## src/crcbe_pkg.sv

```systemverilog
// crcbe_pkg: shared types, constants and the byte fold function for the crc-8 engine
// no dependencies; imported by every module of the block

package crcbe_pkg;

   localparam logic [7:0] CRC_INIT      = 8'hFF;
   localparam logic [7:0] CRC_POLY_REFL = 8'hB8;

   typedef struct packed {
      logic [7:0] data_byte;
      logic       first_byte;
      logic       last_byte;
   } byte_item_type;

   // one byte through the reflected table, then inverted
   function automatic logic [7:0] crc_fold(input logic [7:0] cur, input logic [7:0] data);
      logic [7:0] v;
      v = cur ^ data;
      for (int k = 0; k < 8; k++) begin
         if (v[0]) begin
            v = (v >> 1) ^ CRC_POLY_REFL;
         end else begin
            v = v >> 1;
         end
      end
      return ~v;
   endfunction

endpackage

```

## src/crcbe_in_stage.sv

```systemverilog
// crcbe_in_stage: input register holding one accepted byte and its flags
// depends on crcbe_pkg

module crcbe_in_stage
   import crcbe_pkg::*;
(
   input  logic          clock,
   input  logic          reset,
   input  logic          req_valid,
   output logic          req_ready,
   input  byte_item_type req_item,
   input  logic          stage_take,
   output logic          stage_valid,
   output byte_item_type stage_item
);

   logic          valid_ff;
   logic          valid_in;
   byte_item_type item_ff;

   assign req_ready = !valid_ff || stage_take;
   assign valid_in  = (req_valid && req_ready) || (valid_ff && !stage_take);

   always_ff @(posedge clock) begin
      if (reset) begin
         valid_ff <= 1'b0;
      end else begin
         valid_ff <= valid_in;
      end
   end

   always_ff @(posedge clock) begin
      if (req_valid && req_ready) begin
         item_ff <= req_item;
      end
   end

   assign stage_valid = valid_ff;
   assign stage_item  = item_ff;

endmodule

```

## src/crcbe_core.sv

```systemverilog
// crcbe_core: running crc register, byte fold and result register
// depends on crcbe_pkg

module crcbe_core
   import crcbe_pkg::*;
(
   input  logic          clock,
   input  logic          reset,
   input  logic          stage_valid,
   input  byte_item_type stage_item,
   output logic          stage_take,
   output logic          rsp_valid,
   input  logic          rsp_ready,
   output logic [7:0]    rsp_crc_value
);

   logic [7:0] crc_ff;
   logic [7:0] crc_in;
   logic       out_valid_ff;
   logic       out_valid_in;
   logic [7:0] out_crc_ff;
   logic [7:0] fold_cur;
   logic [7:0] fold_res;
   logic       out_free;

   assign out_free   = !out_valid_ff || rsp_ready;
   // only a last byte needs room in the result register
   assign stage_take = stage_valid && (!stage_item.last_byte || out_free);

   assign fold_cur = stage_item.first_byte ? CRC_INIT : crc_ff;
   assign fold_res = crc_fold(fold_cur, stage_item.data_byte);

   always_comb begin
      crc_in = crc_ff;
      if (stage_take) begin
         crc_in = stage_item.last_byte ? CRC_INIT : fold_res;
      end
   end

   assign out_valid_in = (stage_take && stage_item.last_byte) || (out_valid_ff && !rsp_ready);

   always_ff @(posedge clock) begin
      if (reset) begin
         crc_ff       <= CRC_INIT;
         out_valid_ff <= 1'b0;
      end else begin
         crc_ff       <= crc_in;
         out_valid_ff <= out_valid_in;
      end
   end

   always_ff @(posedge clock) begin
      if (stage_take && stage_item.last_byte) begin
         out_crc_ff <= fold_res;
      end
   end

   assign rsp_valid     = out_valid_ff;
   assign rsp_crc_value = out_crc_ff;

endmodule

```

## src/crc8_reflected_byte_engine_unit.sv

```systemverilog
// crc8_reflected_byte_engine_unit: top level of the byte-serial reflected crc-8 engine
// depends on crcbe_pkg, crcbe_in_stage and crcbe_core
//
// usage
//   request channel: req_valid/req_ready with req_data_byte, req_first_byte and
//   req_last_byte. one byte is taken per transfer. first_byte reloads the running
//   crc with 0xff before the byte; last_byte closes the message.
//   response channel: rsp_valid/rsp_ready with rsp_crc_value, one transfer per
//   message, carrying the crc including the last byte.
//   result path: a last byte taken into the input register is folded into the result
//   register once that register is free, and rsp_valid rises from the result register.
//   throughput: one byte per cycle while no last byte waits on rsp_ready; the fold is a
//   single pass through the eight-step table logic between the input and result registers.
//   reset: synchronous, active high; clears both valid flags and sets the running
//   crc to 0xff. after each last byte the running crc also returns to 0xff.
//   stalls: while a result waits on rsp_ready, bytes that are not last keep flowing;
//   a further last byte holds in the input register until the result is taken.

module crc8_reflected_byte_engine_unit
   import crcbe_pkg::*;
(
   input  logic       clock,
   input  logic       reset,
   input  logic       req_valid,
   output logic       req_ready,
   input  logic [7:0] req_data_byte,
   input  logic       req_first_byte,
   input  logic       req_last_byte,
   output logic       rsp_valid,
   input  logic       rsp_ready,
   output logic [7:0] rsp_crc_value
);

   byte_item_type req_item;
   byte_item_type stage_item;
   logic          stage_valid;
   logic          stage_take;

   assign req_item.data_byte  = req_data_byte;
   assign req_item.first_byte = req_first_byte;
   assign req_item.last_byte  = req_last_byte;

   crcbe_in_stage u_in_stage (
      .clock       (clock),
      .reset       (reset),
      .req_valid   (req_valid),
      .req_ready   (req_ready),
      .req_item    (req_item),
      .stage_take  (stage_take),
      .stage_valid (stage_valid),
      .stage_item  (stage_item)
   );

   crcbe_core u_core (
      .clock         (clock),
      .reset         (reset),
      .stage_valid   (stage_valid),
      .stage_item    (stage_item),
      .stage_take    (stage_take),
      .rsp_valid     (rsp_valid),
      .rsp_ready     (rsp_ready),
      .rsp_crc_value (rsp_crc_value)
   );

endmodule
```

## config.mk

```make
export PLATFORM = sky130hd
export DESIGN_NAME = crc8_reflected_byte_engine_unit
export DESIGN_NICKNAME = d
export VERILOG_FILES = /design/src/crcbe_pkg.sv /design/src/crcbe_in_stage.sv /design/src/crcbe_core.sv /design/src/crc8_reflected_byte_engine_unit.sv
export SDC_FILE = /design/constraint.sdc
export NUM_CORES = 1
export LEC_CHECK = 0
export BUFFER_PORTS_ARGS = -buffer_cell sky130_fd_sc_hd__buf_2
export CORE_ASPECT_RATIO = 0.7
export CORE_MARGIN = 10
export CORE_UTILIZATION = 55
export DETAILED_ROUTE_END_ITERATION = 7
export PLACE_DENSITY = 0.78
export SLEW_MARGIN = 10
export SYNTH_ARGS = -nofsm -noshare
export SYNTH_HDL_FRONTEND = slang
export SYNTH_HIERARCHICAL = 1
export SYNTH_SLANG_ARGS = --single-unit
```

## constraint.sdc

```tcl
create_clock -name clock -period 2.7 [get_ports clock]
set_clock_uncertainty 0.2 [all_clocks]
set_input_delay 0.405 -clock clock [delete_from_list [all_inputs] [get_ports clock]]
set_output_delay 0.405 -clock clock [all_outputs]
set_load 0.03 [all_outputs]
```

Word level (Yosys, flattened, before mapping)

Index checks and enable logic that the tools add are counted.

$add $sub $neg: 0
Multipliers: 0
Divide/modulo/power cells: 0
Magnitude comparators: 0
Equal/unequal tests: 0
Shift operators: 0
Muxes and demuxes: 10
Bitwise gates (word level): 10
Reduce and logical (&&, ||, !) cells: 15

Operators by type and width:

| cell                             | count |
|---|---|
| 8-bit 2-to-1 mux                 | 10 |
| 3-bit inverter with 4-bit output | 8 |
| 8-bit inverter                   | 1 |
| 8-bit bitwise XOR                | 1 |
| 1-bit logical AND                | 5 |
| 1-bit logical NOT                | 5 |
| 1-bit logical OR                 | 5 |

Register bits after elaboration: 28
Bits in latches: 0
RAM bits: 0
Bits in read-only memories: 0
Output and inout bits: 10
Logic and storage cells: 42
Memories kept: 0

Longest topological paths before layout

Gate-level depths: netlist of run 1.

Depth in word-level cells: 20
Depth in mapped cells: 6

Hierarchy

Netlist of run 1, hierarchy kept.

Modules (own cells, without submodules):

| module         | times used | cells each | area an instance (um^2) |
|---|---|---|---|
| crcbe_core     | 1          | 115        | 1094.8 |
| crcbe_in_stage | 1          | 15         | 355.3 |

Worst setup path after synthesis of run 1

OpenSTA, ideal clock, no wires.

Path type: flip-flop to flip-flop
From: register u_in_stage.item_ff (netlist bit u_in_stage/stage_item[2])
To: register u_core.out_crc_ff[3] (netlist: u_core/rsp_crc_value[3]), data pin
Arrival: 1464 ps
Slack: 784 ps
Stages on the path, launching flop included: 5
Buffers on the path: 0
Cells stage by stage: edfxtp_1 -> xnor2_1 -> xnor3_1 -> xnor3_1 -> inv_1

Cells in the longest elaborated chain, start to end: 13

RTL lines:

| element                                                                               | line                 | text |
|---|---|---|
| start: declaration                                                                    | crcbe_in_stage.sv:19 | `byte_item_type item_ff;` |
| start signal: assignment                                                              | crcbe_in_stage.sv:34 | `item_ff <= req_item;` |
| 8-bit bitwise XOR *                                                                   | crcbe_pkg.sv:18      | `v = cur ^ data;` |
| 8-bit 2-to-1 mux *                                                                    | crcbe_pkg.sv:20      | `if (v[0]) begin` |
| 3-bit inverter with 4-bit output (no source line)                                     | --                   |  |
| 8-bit 2-to-1 mux * (5 in a row)                                                       | crcbe_pkg.sv:20      |  |
| 3-bit inverter with 4-bit output (no source line) or 8-bit 2-to-1 mux (tied branches) | --                   |  |
| 8-bit 2-to-1 mux *                                                                    | crcbe_pkg.sv:20      |  |
| 3-bit inverter with 4-bit output (no source line)                                     | --                   |  |
| 8-bit 2-to-1 mux *                                                                    | crcbe_pkg.sv:20      |  |
| 8-bit inverter *                                                                      | crcbe_pkg.sv:26      | `return ~v;` |
| named net u_core.fold_res[3]                                                          | crcbe_core.sv:23     | `logic [7:0] fold_res;` |
| end signal: assignment                                                                | crcbe_core.sv:54     | `out_crc_ff <= fold_res;` |
| end: declaration                                                                      | crcbe_core.sv:21     | `logic [7:0] out_crc_ff;` |

Mark *: on every way through the listed nets, which the timed path passes. The rest lies on a longest branch.
A chain may end at the register's enable or synchronous reset.

Worst setup path after layout of run 1

From: register u_in_stage.item_ff (netlist bit u_in_stage/stage_item[0])
To: output port req_ready

Cells in the longest elaborated chain, start to end: 4

RTL lines:

| element              | line                                  | text |
|---|---|---|
| 1-bit logical NOT    | crcbe_core.sv:28                      | `assign stage_take = stage_valid && (!stage_item.last_byte \|\| out_free);` |
| 1-bit logical OR     | crcbe_core.sv:28                      |  |
| 1-bit logical AND    | crcbe_core.sv:28                      |  |
| named net stage_take | crc8_reflected_byte_engine_unit.sv:37 | `logic stage_take;` |
| 1-bit logical OR     | crcbe_in_stage.sv:21                  | `assign req_ready = !valid_ff \|\| stage_take;` |
| end: declaration     | crc8_reflected_byte_engine_unit.sv:25 | `output logic req_ready,` |

The timed path passes the listed nets, and every way through them passes these cells.

==> impl_metrics.tcl, run 1 <==
set metrics [dict create \
    outcome "complete, no violations" \
    die-width_um 81.37 \
    critical_path_start_end_classification "flop to output pin" \
    synth.avg_cell_area_um2 11.15 \
    timing.critical_path.from "u_in_stage/stage_item[0]$_DFFE_PP_" \
    worst_setup_path_endpoint "req_ready" \
    power.total_w 0.001110 \
    finish.utilization 0.6677 \
    endpoint_of_the_worst_slack_reg_to_reg_timing_path "u_core/rsp_crc_value[3]$_DFFE_PP_" \
    totalWireLength_mm 2.890 \
    synth_instances 130 \
    setup.reg_to_reg.worst_slack_ps 590 \
    register_area_share_after_synthesis 0.5108 \
    drv_cap 0 \
    unrepaired_setup_endpoints_after_global_routing "false" \
    place_hpwl_mm 2.324 \
    syn2layout_area_growth_pct 14.93 \
    post-route-cell-area_um2 1667 \
    synthTopCellsByArea "sky130_fd_sc_hd__edfxtp_1 (37%), sky130_fd_sc_hd__dfxtp_1 (14%), sky130_fd_sc_hd__xnor3_1 (7.8%)" \
    grt_first_pass_wirelength_mm 4.899 \
    hold_buffers 0 \
    dr_total_vias 1013 \
    cts_made_buffers 3 \
    mappedNetlistArea_um2 1450 \
    most-common-layout-cells "sky130_fd_sc_hd__buf_2 (23), sky130_fd_sc_hd__edfxtp_1 (18), sky130_fd_sc_hd__nor2_1 (16), sky130_fd_sc_hd__xnor2_1 (12), sky130_fd_sc_hd__a21oi_1 (11)" \
    cts_resized 0 \
    pwr-share-clk 0.298 \
    period_needed_ps 2190 \
    route.detailed.wl_per_inst_um 15.37 \
    start_util 0.5810 \
    drc 0 \
    netlist-cell-type-count 31 \
    crit-reg2reg-launch "u_in_stage/stage_item[1]$_DFFE_PP_" \
    post_route_cells_drive_above_1_share 0.2208 \
    drt_iter0_drc 161 \
    seq_power_share 0.472 \
    setup_total_negative_slack_ps 0 \
    synth.largest_area_cell "sky130_fd_sc_hd__edfxtp_1" \
    clock_tree_from_tritoncts "yes" \
    total_nets_after_synthesis 144 \
    power_density_nw_per_um2 666.1 \
    vdd.ir_drop.worst_v 0.0004886 \
    power.switching_w 0.0002893 \
    cts_num_sinks 28 \
    placed_cell_area_um2 1595 \
    gr-usage-all-layers 0.1211 \
    io_pins 24 \
    timing.final.crit_share 0.8112 \
    clock.fmax_mhz 456.6 \
    num_rows 15 \
    relSlewSlack 0.5792 \
    antennaDiodeCount 0 \
    cts_max_level 1 \
    clock_tree.root_cell "sky130_fd_sc_hd__clkbuf_8" \
    worst-slew-pin-transition_ps 628.9 \
    hold_ws_ps 96.82 \
    setup-violations-final 0 \
    grt_antenna_before_repair 0 \
    overflow 0 \
    leakage_nw 0.6793 \
    timing.final.hold_violations 0 \
    ys_warn_count 6 \
    swShare 0.2606 \
    number_of_vias_per_cell 5.388 \
    mostFrequentLayoutCell "sky130_fd_sc_hd__buf_2" \
    ff2ff_path_depth 5 \
    globalplace.congestion 0.8300 \
    number_of_input_and_output_port_buffers_inserted 23 \
    cp_data_required_time_ps 2100 \
    worstSkewPairLatency_ps 280 \
    clock_tree.buffer_depth 2 \
    die_height_um 62.96 \
    arrival_ps 1590 \
    post-cts-setup-buffer-count 0 \
    clock_transition_at_the_registers_of_the_reported_paths_ps 90 \
    grt_max_degree 17 \
    timing.critical_path.from_type "flop" \
    design.die.area_um2 5123 \
    nNetsFinal 169 \
    coreArea_um2 2496 \
    antenna_left 0 \
    netlist.area_leader.share 0.3727 \
    worst-path-max-fanout 9 \
    yosys_register_bits 28 \
    internal_w 0.0008208 \
    critical_path_sink_type "output pin" \
    timing.hold.worst.class "input pin to flop" \
    grt_pass1_vias 1086 \
    timing_max_transition_violations_final 0 \
    drt_pass1_iterations 4 \
    combinationalPowerShare 0.231 \
]
cells in the mapped netlist:
cell type and count:
sky130_fd_sc_hd__nand2_1 3, sky130_fd_sc_hd__o21a_1 1, sky130_fd_sc_hd__nor2_2 1, sky130_fd_sc_hd__or2_1 2, sky130_fd_sc_hd__or3_4 1, sky130_fd_sc_hd__o21ai_0 2
sky130_fd_sc_hd__xor2_1 6, sky130_fd_sc_hd__and3_1 2, sky130_fd_sc_hd__xnor2_1 12, sky130_fd_sc_hd__a21oi_1 11, sky130_fd_sc_hd__or2_2 1, sky130_fd_sc_hd__nand2b_4 1
sky130_fd_sc_hd__xnor3_1 5, sky130_fd_sc_hd__inv_1 8, sky130_fd_sc_hd__buf_2 1, sky130_fd_sc_hd__edfxtp_1 18, sky130_fd_sc_hd__dfxtp_1 10, sky130_fd_sc_hd__nor2b_1 1
sky130_fd_sc_hd__and2_1 4, sky130_fd_sc_hd__or3_1 1, sky130_fd_sc_hd__a211o_1 4, sky130_fd_sc_hd__and2_4 1, sky130_fd_sc_hd__a21oi_2 2, sky130_fd_sc_hd__nor2_1 16
sky130_fd_sc_hd__o21bai_1 4, sky130_fd_sc_hd__nor3_1 2, sky130_fd_sc_hd__nand3_1 1, sky130_fd_sc_hd__nand2b_1 1, sky130_fd_sc_hd__clkbuf_1 2, sky130_fd_sc_hd__o211ai_1 4
sky130_fd_sc_hd__o21ai_1 2
final cells by class:
type | instances | area, um^2
multi-input combinational | 91 | 666.9
inverter | 8 | 30.03
fill | 191 | 829.5
clock buffer | 3 | 41.29
timing repair buffer | 23 | 115.1
sequential | 28 | 740.7
tap | 34 | 42.54
clock inverter | 1 | 30.03
registers in the layout (all words and copies together), names as in the netlist:
name,flops
u_core/crc_ff,8
u_in_stage/stage_item,10
u_core/rsp_valid,1
u_core/rsp_crc_value,8
u_in_stage/stage_valid,1
cell families after synthesis:
| kind of cell | after synthesis | synth area share |
|---|---|---|
| AND/OR/NAND/NOR | 38 | 0.1389 |
| flip-flops | 28 | 0.5108 |
| buffers and inverters | 11 | 0.02934 |
| AO/OA/AOI/OAI | 30 | 0.1346 |
| XOR/XNOR | 23 | 0.1864 |
routing by layer:
metal  global-route usage  vias up  wire length (um)
met1               0.1350      472              1180
li1                     -      496                 -
met4              0.07328        0                46
met5                    0        -                 0
met2               0.1870       41              1427
met3              0.04885        4               235
power groups by stage:
stage | Sequential [W] | Combinational [W] | Clock (W)
2_1_floorplan | 0.000549 | 0.000181 | 0
4_1_cts | 0.000524 | 0.000256 | 0.000335
5_1_grt | 0.000528 | 0.000282 | 0.000348
3_3_place_gp | 0.000533 | 0.000247 | 0
6_report | 0.000524 | 0.000256 | 0.000330
3_5_place_dp | 0.000534 | 0.000254 | 0
per-stage QoR:
step                      std cells  setup slack [ps]
after floorplan                 130             784.2
after global placement          184             678.2
after detailed placement        184             568.0
after CTS                       188             509.2
after global routing            188             421.1
final                           188             509.9
worst min path at each step:
stage,end,cells past startpoint,start
after floorplan,u_in_stage/stage_valid$_SDFF_PP0_,1,reset
after global placement,u_core/rsp_valid$_SDFF_PP0_,2,u_core/rsp_valid$_SDFF_PP0_
after detailed placement,u_core/rsp_valid$_SDFF_PP0_,2,u_core/rsp_valid$_SDFF_PP0_
after CTS,u_in_stage/stage_item[6]$_DFFE_PP_,1,req_data_byte[4]
after global routing,u_in_stage/stage_item[5]$_DFFE_PP_,1,req_data_byte[3]
final,u_in_stage/stage_item[6]$_DFFE_PP_,1,req_data_byte[4]
critical path, stage by stage (launching register included):
cell and delay, ps:
sky130_fd_sc_hd__edfxtp_1 430, sky130_fd_sc_hd__inv_1 130, sky130_fd_sc_hd__o21a_1 340, sky130_fd_sc_hd__nand2b_4 210, sky130_fd_sc_hd__buf_2 200
Note: power is estimated with default switching activity, not from simulation.
==> run 2: changes to the inputs <==
--- a/config.mk
+++ b/config.mk
@@ -8,9 +8,9 @@
 export BUFFER_PORTS_ARGS = -buffer_cell sky130_fd_sc_hd__buf_2
 export CORE_ASPECT_RATIO = 0.7
 export CORE_MARGIN = 10
-export CORE_UTILIZATION = 55
+export CORE_UTILIZATION = 49
 export DETAILED_ROUTE_END_ITERATION = 7
-export PLACE_DENSITY = 0.78
+export PLACE_DENSITY = 0.74
 export SLEW_MARGIN = 10
 export SYNTH_ARGS = -nofsm -noshare
 export SYNTH_HDL_FRONTEND = slang
==> constraint.sdc (replaced) <==
create_clock -name clock -period 1.82 [get_ports clock]
set_clock_uncertainty 0.2 [all_clocks]
set_input_delay 0.273 -clock clock [delete_from_list [all_inputs] [get_ports clock]]
set_output_delay 0.273 -clock clock [all_outputs]
set_load 0.03 [all_outputs]
==> run 2 against run 1 <==
Worst hold slack worse by 50 ps. First-iteration DRC count decreased by 47%. Sequential cell count did not move. The run now ends with negative setup slack left. Power is 58% higher.
==> impl_metrics.tcl, run 2 (same netlist as run 1, synthesis figures left out) <==
set metrics [dict create \
    timing.final.hold_violations 0 \
    timing_max_transition_violations_final 0 \
    dr_total_vias 1146 \
    number_of_vias_per_cell 5.209 \
    drt_pass1_iterations 4 \
    period_needed_ps 2000 \
    nNetsFinal 199 \
    clock_tree.buffer_depth 2 \
    setup.reg_to_reg.worst_slack_ps -180 \
    cts_made_buffers 3 \
    unrepaired_setup_endpoints_after_global_routing "true" \
    io_pins 24 \
    vdd.ir_drop.worst_v 0.0005739 \
    start_util 0.5137 \
    outcome "complete, but fails checks" \
    clock_tree_from_tritoncts "yes" \
    critical_path_start_end_classification "flop to flop" \
    most-common-layout-cells "sky130_fd_sc_hd__buf_2 (22), sky130_fd_sc_hd__buf_4 (20), sky130_fd_sc_hd__edfxtp_1 (18), sky130_fd_sc_hd__nor2_1 (11)" \
    worst_slack_ps -179.8 \
    clock_transition_at_the_registers_of_the_reported_paths_ps 90 \
    totalWireLength_mm 3.669 \
    syn2layout_area_growth_pct 39.17 \
    route.detailed.wl_per_inst_um 16.68 \
    setup-violations-final 12 \
    grt_first_pass_wirelength_mm 5.644 \
    coreArea_um2 2823 \
    finish.utilization 0.7150 \
    ff2ff_path_depth 5 \
    cp_data_required_time_ps 1660 \
    antennaDiodeCount 0 \
    setup_total_negative_slack_ps -1198 \
    worst-slew-pin-transition_ps 326.8 \
    drt_iter0_drc 86 \
    leakage_nw 0.8455 \
    hold_ws_ps 46.87 \
    design.die.area_um2 5570 \
    grt_max_degree 17 \
    drv_cap 0 \
    cts_max_level 1 \
    gr-usage-all-layers 0.1250 \
    clock.fmax_mhz 500.1 \
    crit-reg2reg-launch "u_in_stage/stage_item[2]$_DFFE_PP_" \
    post-route-cell-area_um2 2018 \
    worst-path-max-fanout 3 \
    die-width_um 85.02 \
    overflow 0 \
    worst_setup_path_endpoint "u_core/rsp_crc_value[3]$_DFFE_PP_" \
    num_rows 16 \
    post_route_cells_drive_above_1_share 0.4076 \
    placed_cell_area_um2 1720 \
    mostFrequentLayoutCell "sky130_fd_sc_hd__buf_2" \
    violations "negative setup slack" \
    timing.critical_path.from "u_in_stage/stage_item[2]$_DFFE_PP_" \
    largest_register_ffs 10 \
    power_density_nw_per_um2 870.6 \
    cts_num_sinks 28 \
    endpoint_of_the_worst_slack_reg_to_reg_timing_path "u_core/rsp_crc_value[3]$_DFFE_PP_" \
    drc 0 \
    antenna_left 0 \
    number_of_input_and_output_port_buffers_inserted 23 \
    grt_pass1_vias 1242 \
    die_height_um 65.52 \
    clock_tree.root_cell "sky130_fd_sc_hd__clkbuf_8" \
    globalplace.congestion 0.8970 \
    place_hpwl_mm 2.570 \
    critical_path_sink_type "flop" \
    timing.hold.worst.class "input pin to flop" \
    relSlewSlack 0.7798 \
    worstSkewPairLatency_ps 280 \
    timing.final.crit_share 1.099 \
    grt_antenna_before_repair 0 \
    arrival_ps 1840 \
    timing.critical_path.from_type "flop" \
]
run 2: cell count changes in the layout (fill, tap and decap cells not counted), moves of 2 or more:
cell	previous run	this run
sky130_fd_sc_hd__a21oi_2	2	7
sky130_fd_sc_hd__buf_4	0	20
sky130_fd_sc_hd__xnor2_1	12	9
sky130_fd_sc_hd__xnor2_2	0	3
sky130_fd_sc_hd__dlygate4sd3_1	0	10
sky130_fd_sc_hd__and3_1	2	0
sky130_fd_sc_hd__nor2_1	16	11
sky130_fd_sc_hd__a21oi_1	11	6
sky130_fd_sc_hd__and3_4	0	2
sky130_fd_sc_hd__nor2_2	1	5
run 2: worst min-delay path by stage:
| stage | slack, ps | cells after the start | endpoint | start |
|---|---|---|---|---|
| after floorplan | 140 | 1 | u_in_stage/stage_valid$_SDFF_PP0_ | reset |
| after global routing | 40 | 3 | u_in_stage/stage_valid$_SDFF_PP0_ | req_valid |
| final | 50 | 3 | u_in_stage/stage_valid$_SDFF_PP0_ | req_valid |
| after detailed placement | 250 | 1 | u_in_stage/stage_item[6]$_DFFE_PP_ | req_data_byte[4] |
| after global placement | 250 | 1 | u_in_stage/stage_item[8]$_DFFE_PP_ | req_data_byte[6] |
| after CTS | 50 | 3 | u_in_stage/stage_valid$_SDFF_PP0_ | req_valid |
run 2: per-stage QoR:
stage / total power [W] / cells / setup slack (ps)
global placement: 0.001185 / 202 / -77.01
global route: 0.001832 / 220 / -226.1
finish: 0.001757 / 220 / -179.8
CTS: 0.001717 / 219 / -101.6
floorplan: 0.001079 / 130 / -23.92
detailed placement: 0.001200 / 202 / -106.5
run 2: per-layer routing:
metal / vias up / track usage / routed length, um
met4: 0 / 0.02459 / 47
met1: 552 / 0.1383 / 1536
met3: 4 / 0.04680 / 173
met2: 33 / 0.2257 / 1911
met5: - / 0 / 0
li1: 557 / - / -
run 2: area by class of cell:
| type | instances | area [um^2] |
|---|---|---|
| Sequential cell | 28 | 740.7 |
| Inverter | 8 | 30.03 |
| Multi-Input combinational cell | 91 | 759.5 |
| Clock buffer | 3 | 41.29 |
| Fill cell | 201 | 804.5 |
| Tap cell | 36 | 45.04 |
| Timing Repair Buffer | 53 | 371.6 |
| Clock inverter | 1 | 30.03 |
run 2: timing repair:
action / 4_1_cts / 5_1_grt
hold endpoints to repair: 10 / 0
buffers inserted: 4 / 2
gates resized for setup: 8 / 18
pin swaps: 10 / 8
hold buffers: 10 / 0
cloned: 0 / 0
setup endpoints to repair: 15 / 15
run 2: where the power goes:
| group | leakage, nW | switching (W) | internal (W) |
|---|---|---|---|
| Combinational | 0.558 | 0.000238 | 0.000243 |
| Sequential | 0.252 | 0.0000391 | 0.000741 |
| Clock | 0.0357 | 0.000201 | 0.000295 |
| Total | 0.845 | 0.000479 | 0.00128 |
run 2: critical path, cell delays in order (launching register included):
cell and delay (ps):
sky130_fd_sc_hd__edfxtp_1 510, sky130_fd_sc_hd__xor2_2 210, sky130_fd_sc_hd__and3_4 180, sky130_fd_sc_hd__or2_2 290
sky130_fd_sc_hd__xnor3_1 340, sky130_fd_sc_hd__inv_1 50
==> run 3: changes to the inputs <==
--- a/config.mk
+++ b/config.mk
@@ -5,12 +5,13 @@
 export SDC_FILE = /design/constraint.sdc
 export NUM_CORES = 1
 export LEC_CHECK = 0
+export ABC_AREA = 1
 export BUFFER_PORTS_ARGS = -buffer_cell sky130_fd_sc_hd__buf_2
 export CORE_ASPECT_RATIO = 0.7
 export CORE_MARGIN = 10
-export CORE_UTILIZATION = 49
+export CORE_UTILIZATION = 50
 export DETAILED_ROUTE_END_ITERATION = 7
-export PLACE_DENSITY = 0.74
+export PLACE_DENSITY = 0.75
 export SLEW_MARGIN = 10
 export SYNTH_ARGS = -nofsm -noshare
 export SYNTH_HDL_FRONTEND = slang
==> run 3 against run 2 <==
The run still ends with negative setup slack left. Non-clock buffer count rose by 2. Synthesized cell count increased by 39%. Power rose by 16%. Register-to-register slack got worse by 200 ps. Synthesized area up 3.5%. Highest routed layer unchanged.
==> impl_metrics.tcl, run 3 <==
set metrics [dict create \
    antenna_left 0 \
    synth.top_cells.by_count "sky130_fd_sc_hd__nand2_1 (65), sky130_fd_sc_hd__inv_1 (22), sky130_fd_sc_hd__edfxtp_1 (18)" \
    number_of_input_and_output_port_buffers_inserted 23 \
    number_of_vias_per_cell 5.617 \
    drt_pass1_iterations 5 \
    relSlewSlack 0.5925 \
    critical_path_start_end_classification "flop to flop" \
    grt_antenna_before_repair 0 \
    postSynth.asyncResetShare 0 \
    timing.hold.worst.class "input pin to flop" \
    nNetsFinal 253 \
    syn2layout_area_growth_pct 52.50 \
    synth.avg_cell_area_um2 8.295 \
    start_util 0.5282 \
    worstSkewPairLatency_ps 280 \
    slowest_cell_on_crit_path "sky130_fd_sc_hd__edfxtp_1" \
    clock_tree_from_tritoncts "yes" \
    synthTopCellsByArea "sky130_fd_sc_hd__edfxtp_1 (36%), sky130_fd_sc_hd__nand2_1 (16%), sky130_fd_sc_hd__dfxtp_1 (13%)" \
    gr-usage-all-layers 0.1464 \
    worst-path-max-fanout 5 \
    timing.critical_path.from_type "flop" \
    violations "negative setup slack" \
    clock_transition_at_the_registers_of_the_reported_paths_ps 100 \
    seq_power_share 0.388 \
    setup_total_negative_slack_ps -4745 \
    grt_first_pass_wirelength_mm 6.672 \
    clock_tree.root_cell "sky130_fd_sc_hd__clkbuf_8" \
    synthFlopType "sky130_fd_sc_hd__edfxtp_1" \
    worst-slew-pin-transition_ps 611.2 \
    ordered_cell_list_for_the_critical_path "buf_6, buf_6, o21ai_2, nand2_2, nand2_1, nand3_2, buf_4, nand3_2, nand3_1, buf_4, nand3_1, nand2_1" \
    die_height_um 65.85 \
    route.detailed.wl_per_inst_um 18.01 \
    cts_max_level 1 \
    antennaDiodeCount 0 \
    leakage_nw 1.026 \
    register_area_share_after_synthesis 0.4933 \
    largest_register_ffs 10 \
    post-synth-top-count-cell "sky130_fd_sc_hd__nand2_1" \
    setup-violations-final 16 \
    total_nets_after_synthesis 195 \
    drc 0 \
    drt_iter0_drc 179 \
    cp_data_required_time_ps 1790 \
    coreArea_um2 2843 \
    vdd.ir_drop.worst_v 0.0006885 \
    clock_tree.buffer_depth 2 \
    power_density_nw_per_um2 890.6 \
    critical_path_sink_type "flop" \
    timing.final.hold_violations 0 \
    sequential_cell_area_um2 740.7 \
    unrepaired_setup_endpoints_after_global_routing "true" \
    timing_max_transition_violations_final 0 \
    most-common-layout-cells "sky130_fd_sc_hd__nand2_1 (40), sky130_fd_sc_hd__nand2_2 (26), sky130_fd_sc_hd__buf_2 (22), sky130_fd_sc_hd__inv_1 (18), sky130_fd_sc_hd__edfxtp_1 (18)" \
    critPathMaxStageDelay_ps 430 \
    timing.final.crit_share 1.209 \
    multi_input_area_um2 903.4 \
    netlist-cell-type-count 23 \
    num_rows 16 \
    yosys_register_bits 28 \
    worstPathBufferInverterCount 4 \
    overflow 0 \
    die-width_um 85.50 \
    cts_made_buffers 3 \
    grt_pass1_vias 1480 \
    drv_cap 0 \
    worst_slack_ps -379.7 \
    synth_instances 181 \
    post_route_cells_drive_above_1_share 0.5084 \
    finish.utilization 0.8055 \
    grt_max_degree 17 \
    totalWireLength_mm 4.935 \
    mappedNetlistArea_um2 1501 \
    pwr-share-clk 0.242 \
    internal_w 0.001342 \
    synth.largest_area_cell "sky130_fd_sc_hd__edfxtp_1" \
    design.die.area_um2 5629 \
    netlist.area_leader.share 0.3600 \
    clock.fmax_mhz 454.6 \
    layout.filler_cells 154 \
    outcome "complete, but fails checks" \
    globalplace.congestion 0.9521 \
    combinationalPowerShare 0.370 \
    cts_num_sinks 28 \
    swShare 0.3419 \
    critical-path-top-delay-family "simple AND/OR/NAND/NOR gates" \
    place_hpwl_mm 2.665 \
    period_needed_ps 2200 \
    io_pins 24 \
    mostFrequentLayoutCell "sky130_fd_sc_hd__nand2_1" \
    synth-edff-count 18 \
    ys_warn_count 6 \
    arrival_ps 2170 \
    dr_total_vias 1539 \
    power.switching_w 0.0006972 \
]
==> run 3: changes by cell type after synthesis, sizes merged, moves of 4 or more <==
cell,change
o211ai,-4
nand3,+12
xnor3,-5
inv,+16
nor2,-8
o21ai,+7
xnor2,-10
a211o,-4
o21bai,-4
nand2,+71
==> run 3: final timing paths <==
| kind | startpoint | end | slack [ps] | cells past startpoint |
|---|---|---|---|---|
| worst max-delay path | u_in_stage/stage_item[1]$_DFFE_PP_ | u_core/crc_ff[4]$_SDFFE_PP1N_ | -380 | 12 |
| worst min-delay path | req_valid | u_in_stage/stage_valid$_SDFF_PP0_ | 70 | 3 |
| worst max register to register | u_in_stage/stage_item[1]$_DFFE_PP_ | u_core/crc_ff[4]$_SDFFE_PP1N_ | -380 | 12 |
| worst min register to register | u_in_stage/stage_valid$_SDFF_PP0_ | u_in_stage/stage_valid$_SDFF_PP0_ | 320 | 2 |
==> run 3: logic make-up (layout without fill, tap and decap cells) <==
family / Yosys count / count (layout) / share of synthesized area
AND/OR/NAND/NOR: 98 / 98 / 0.2858
flip-flops: 28 / 28 / 0.4933
AO/OA/AOI/OAI: 21 / 21 / 0.08000
buffers and inverters: 27 / 84 / 0.08000
XOR/XNOR: 7 / 7 / 0.06084
==> run 3: tightest hold or removal path, stage by stage <==
cell	delay, ps
sky130_fd_sc_hd__buf_2	100
sky130_fd_sc_hd__inv_1	90
sky130_fd_sc_hd__a21oi_2	60
==> run 3: final cells by class <==
cell class	count	area share
clock buffer	3	0.01803
clock inverter	1	0.01311
inverter	25	0.04208
multi-input combinational	126	0.3945
sequential	28	0.3235
tap	36	0.01967
timing repair buffer	55	0.1891
==> run 3: per-stage QoR <==
stage | hold WS, ps | power, W | setup WS (ps) | std cells | cell area (um^2)
after floorplan | 135.4 | 0.001115 | -59.77 | 181 | 1505
after global placement | 249.3 | 0.001258 | -236.3 | 250 | 1742
after detailed placement | 251.1 | 0.001276 | -312.3 | 250 | 1742
after CTS | 73.11 | 0.001887 | -191.8 | 271 | 2135
after global routing | 92.50 | 0.002124 | -451.6 | 274 | 2290
final | 74.70 | 0.002039 | -379.7 | 274 | 2290
==> run 3: layer usage <==
layer,global-route usage,vias up,wire length (um)
met1,0.1567,704,1807
li1,-,683,-
met2,0.2584,114,2372
met4,0.06762,0,306
met5,0,-,0
met3,0.04803,38,449
==> run 3: power by group through the flow <==
| stage | combinational, W | clock, W | sequential [W] |
|---|---|---|---|
| 2_1_floorplan | 0.000298 | 0 | 0.000817 |
| 3_3_place_gp | 0.000464 | 0 | 0.000794 |
| 3_5_place_dp | 0.000481 | 0 | 0.000796 |
| 4_1_cts | 0.000600 | 0.000502 | 0.000785 |
| 5_1_grt | 0.000803 | 0.000525 | 0.000796 |
| 6_report | 0.000753 | 0.000494 | 0.000792 |
==> run 3: what timing repair did <==
| item | 4_1_cts | 5_1_grt |
|---|---|---|
| endpoints found under the hold margin | 11 | 0 |
| pin swaps | 15 | 18 |
| hold buffers | 11 | 0 |
| endpoints found under the setup margin | 16 | 17 |
| buffers inserted | 6 | 3 |
| gates resized for setup | 44 | 36 |
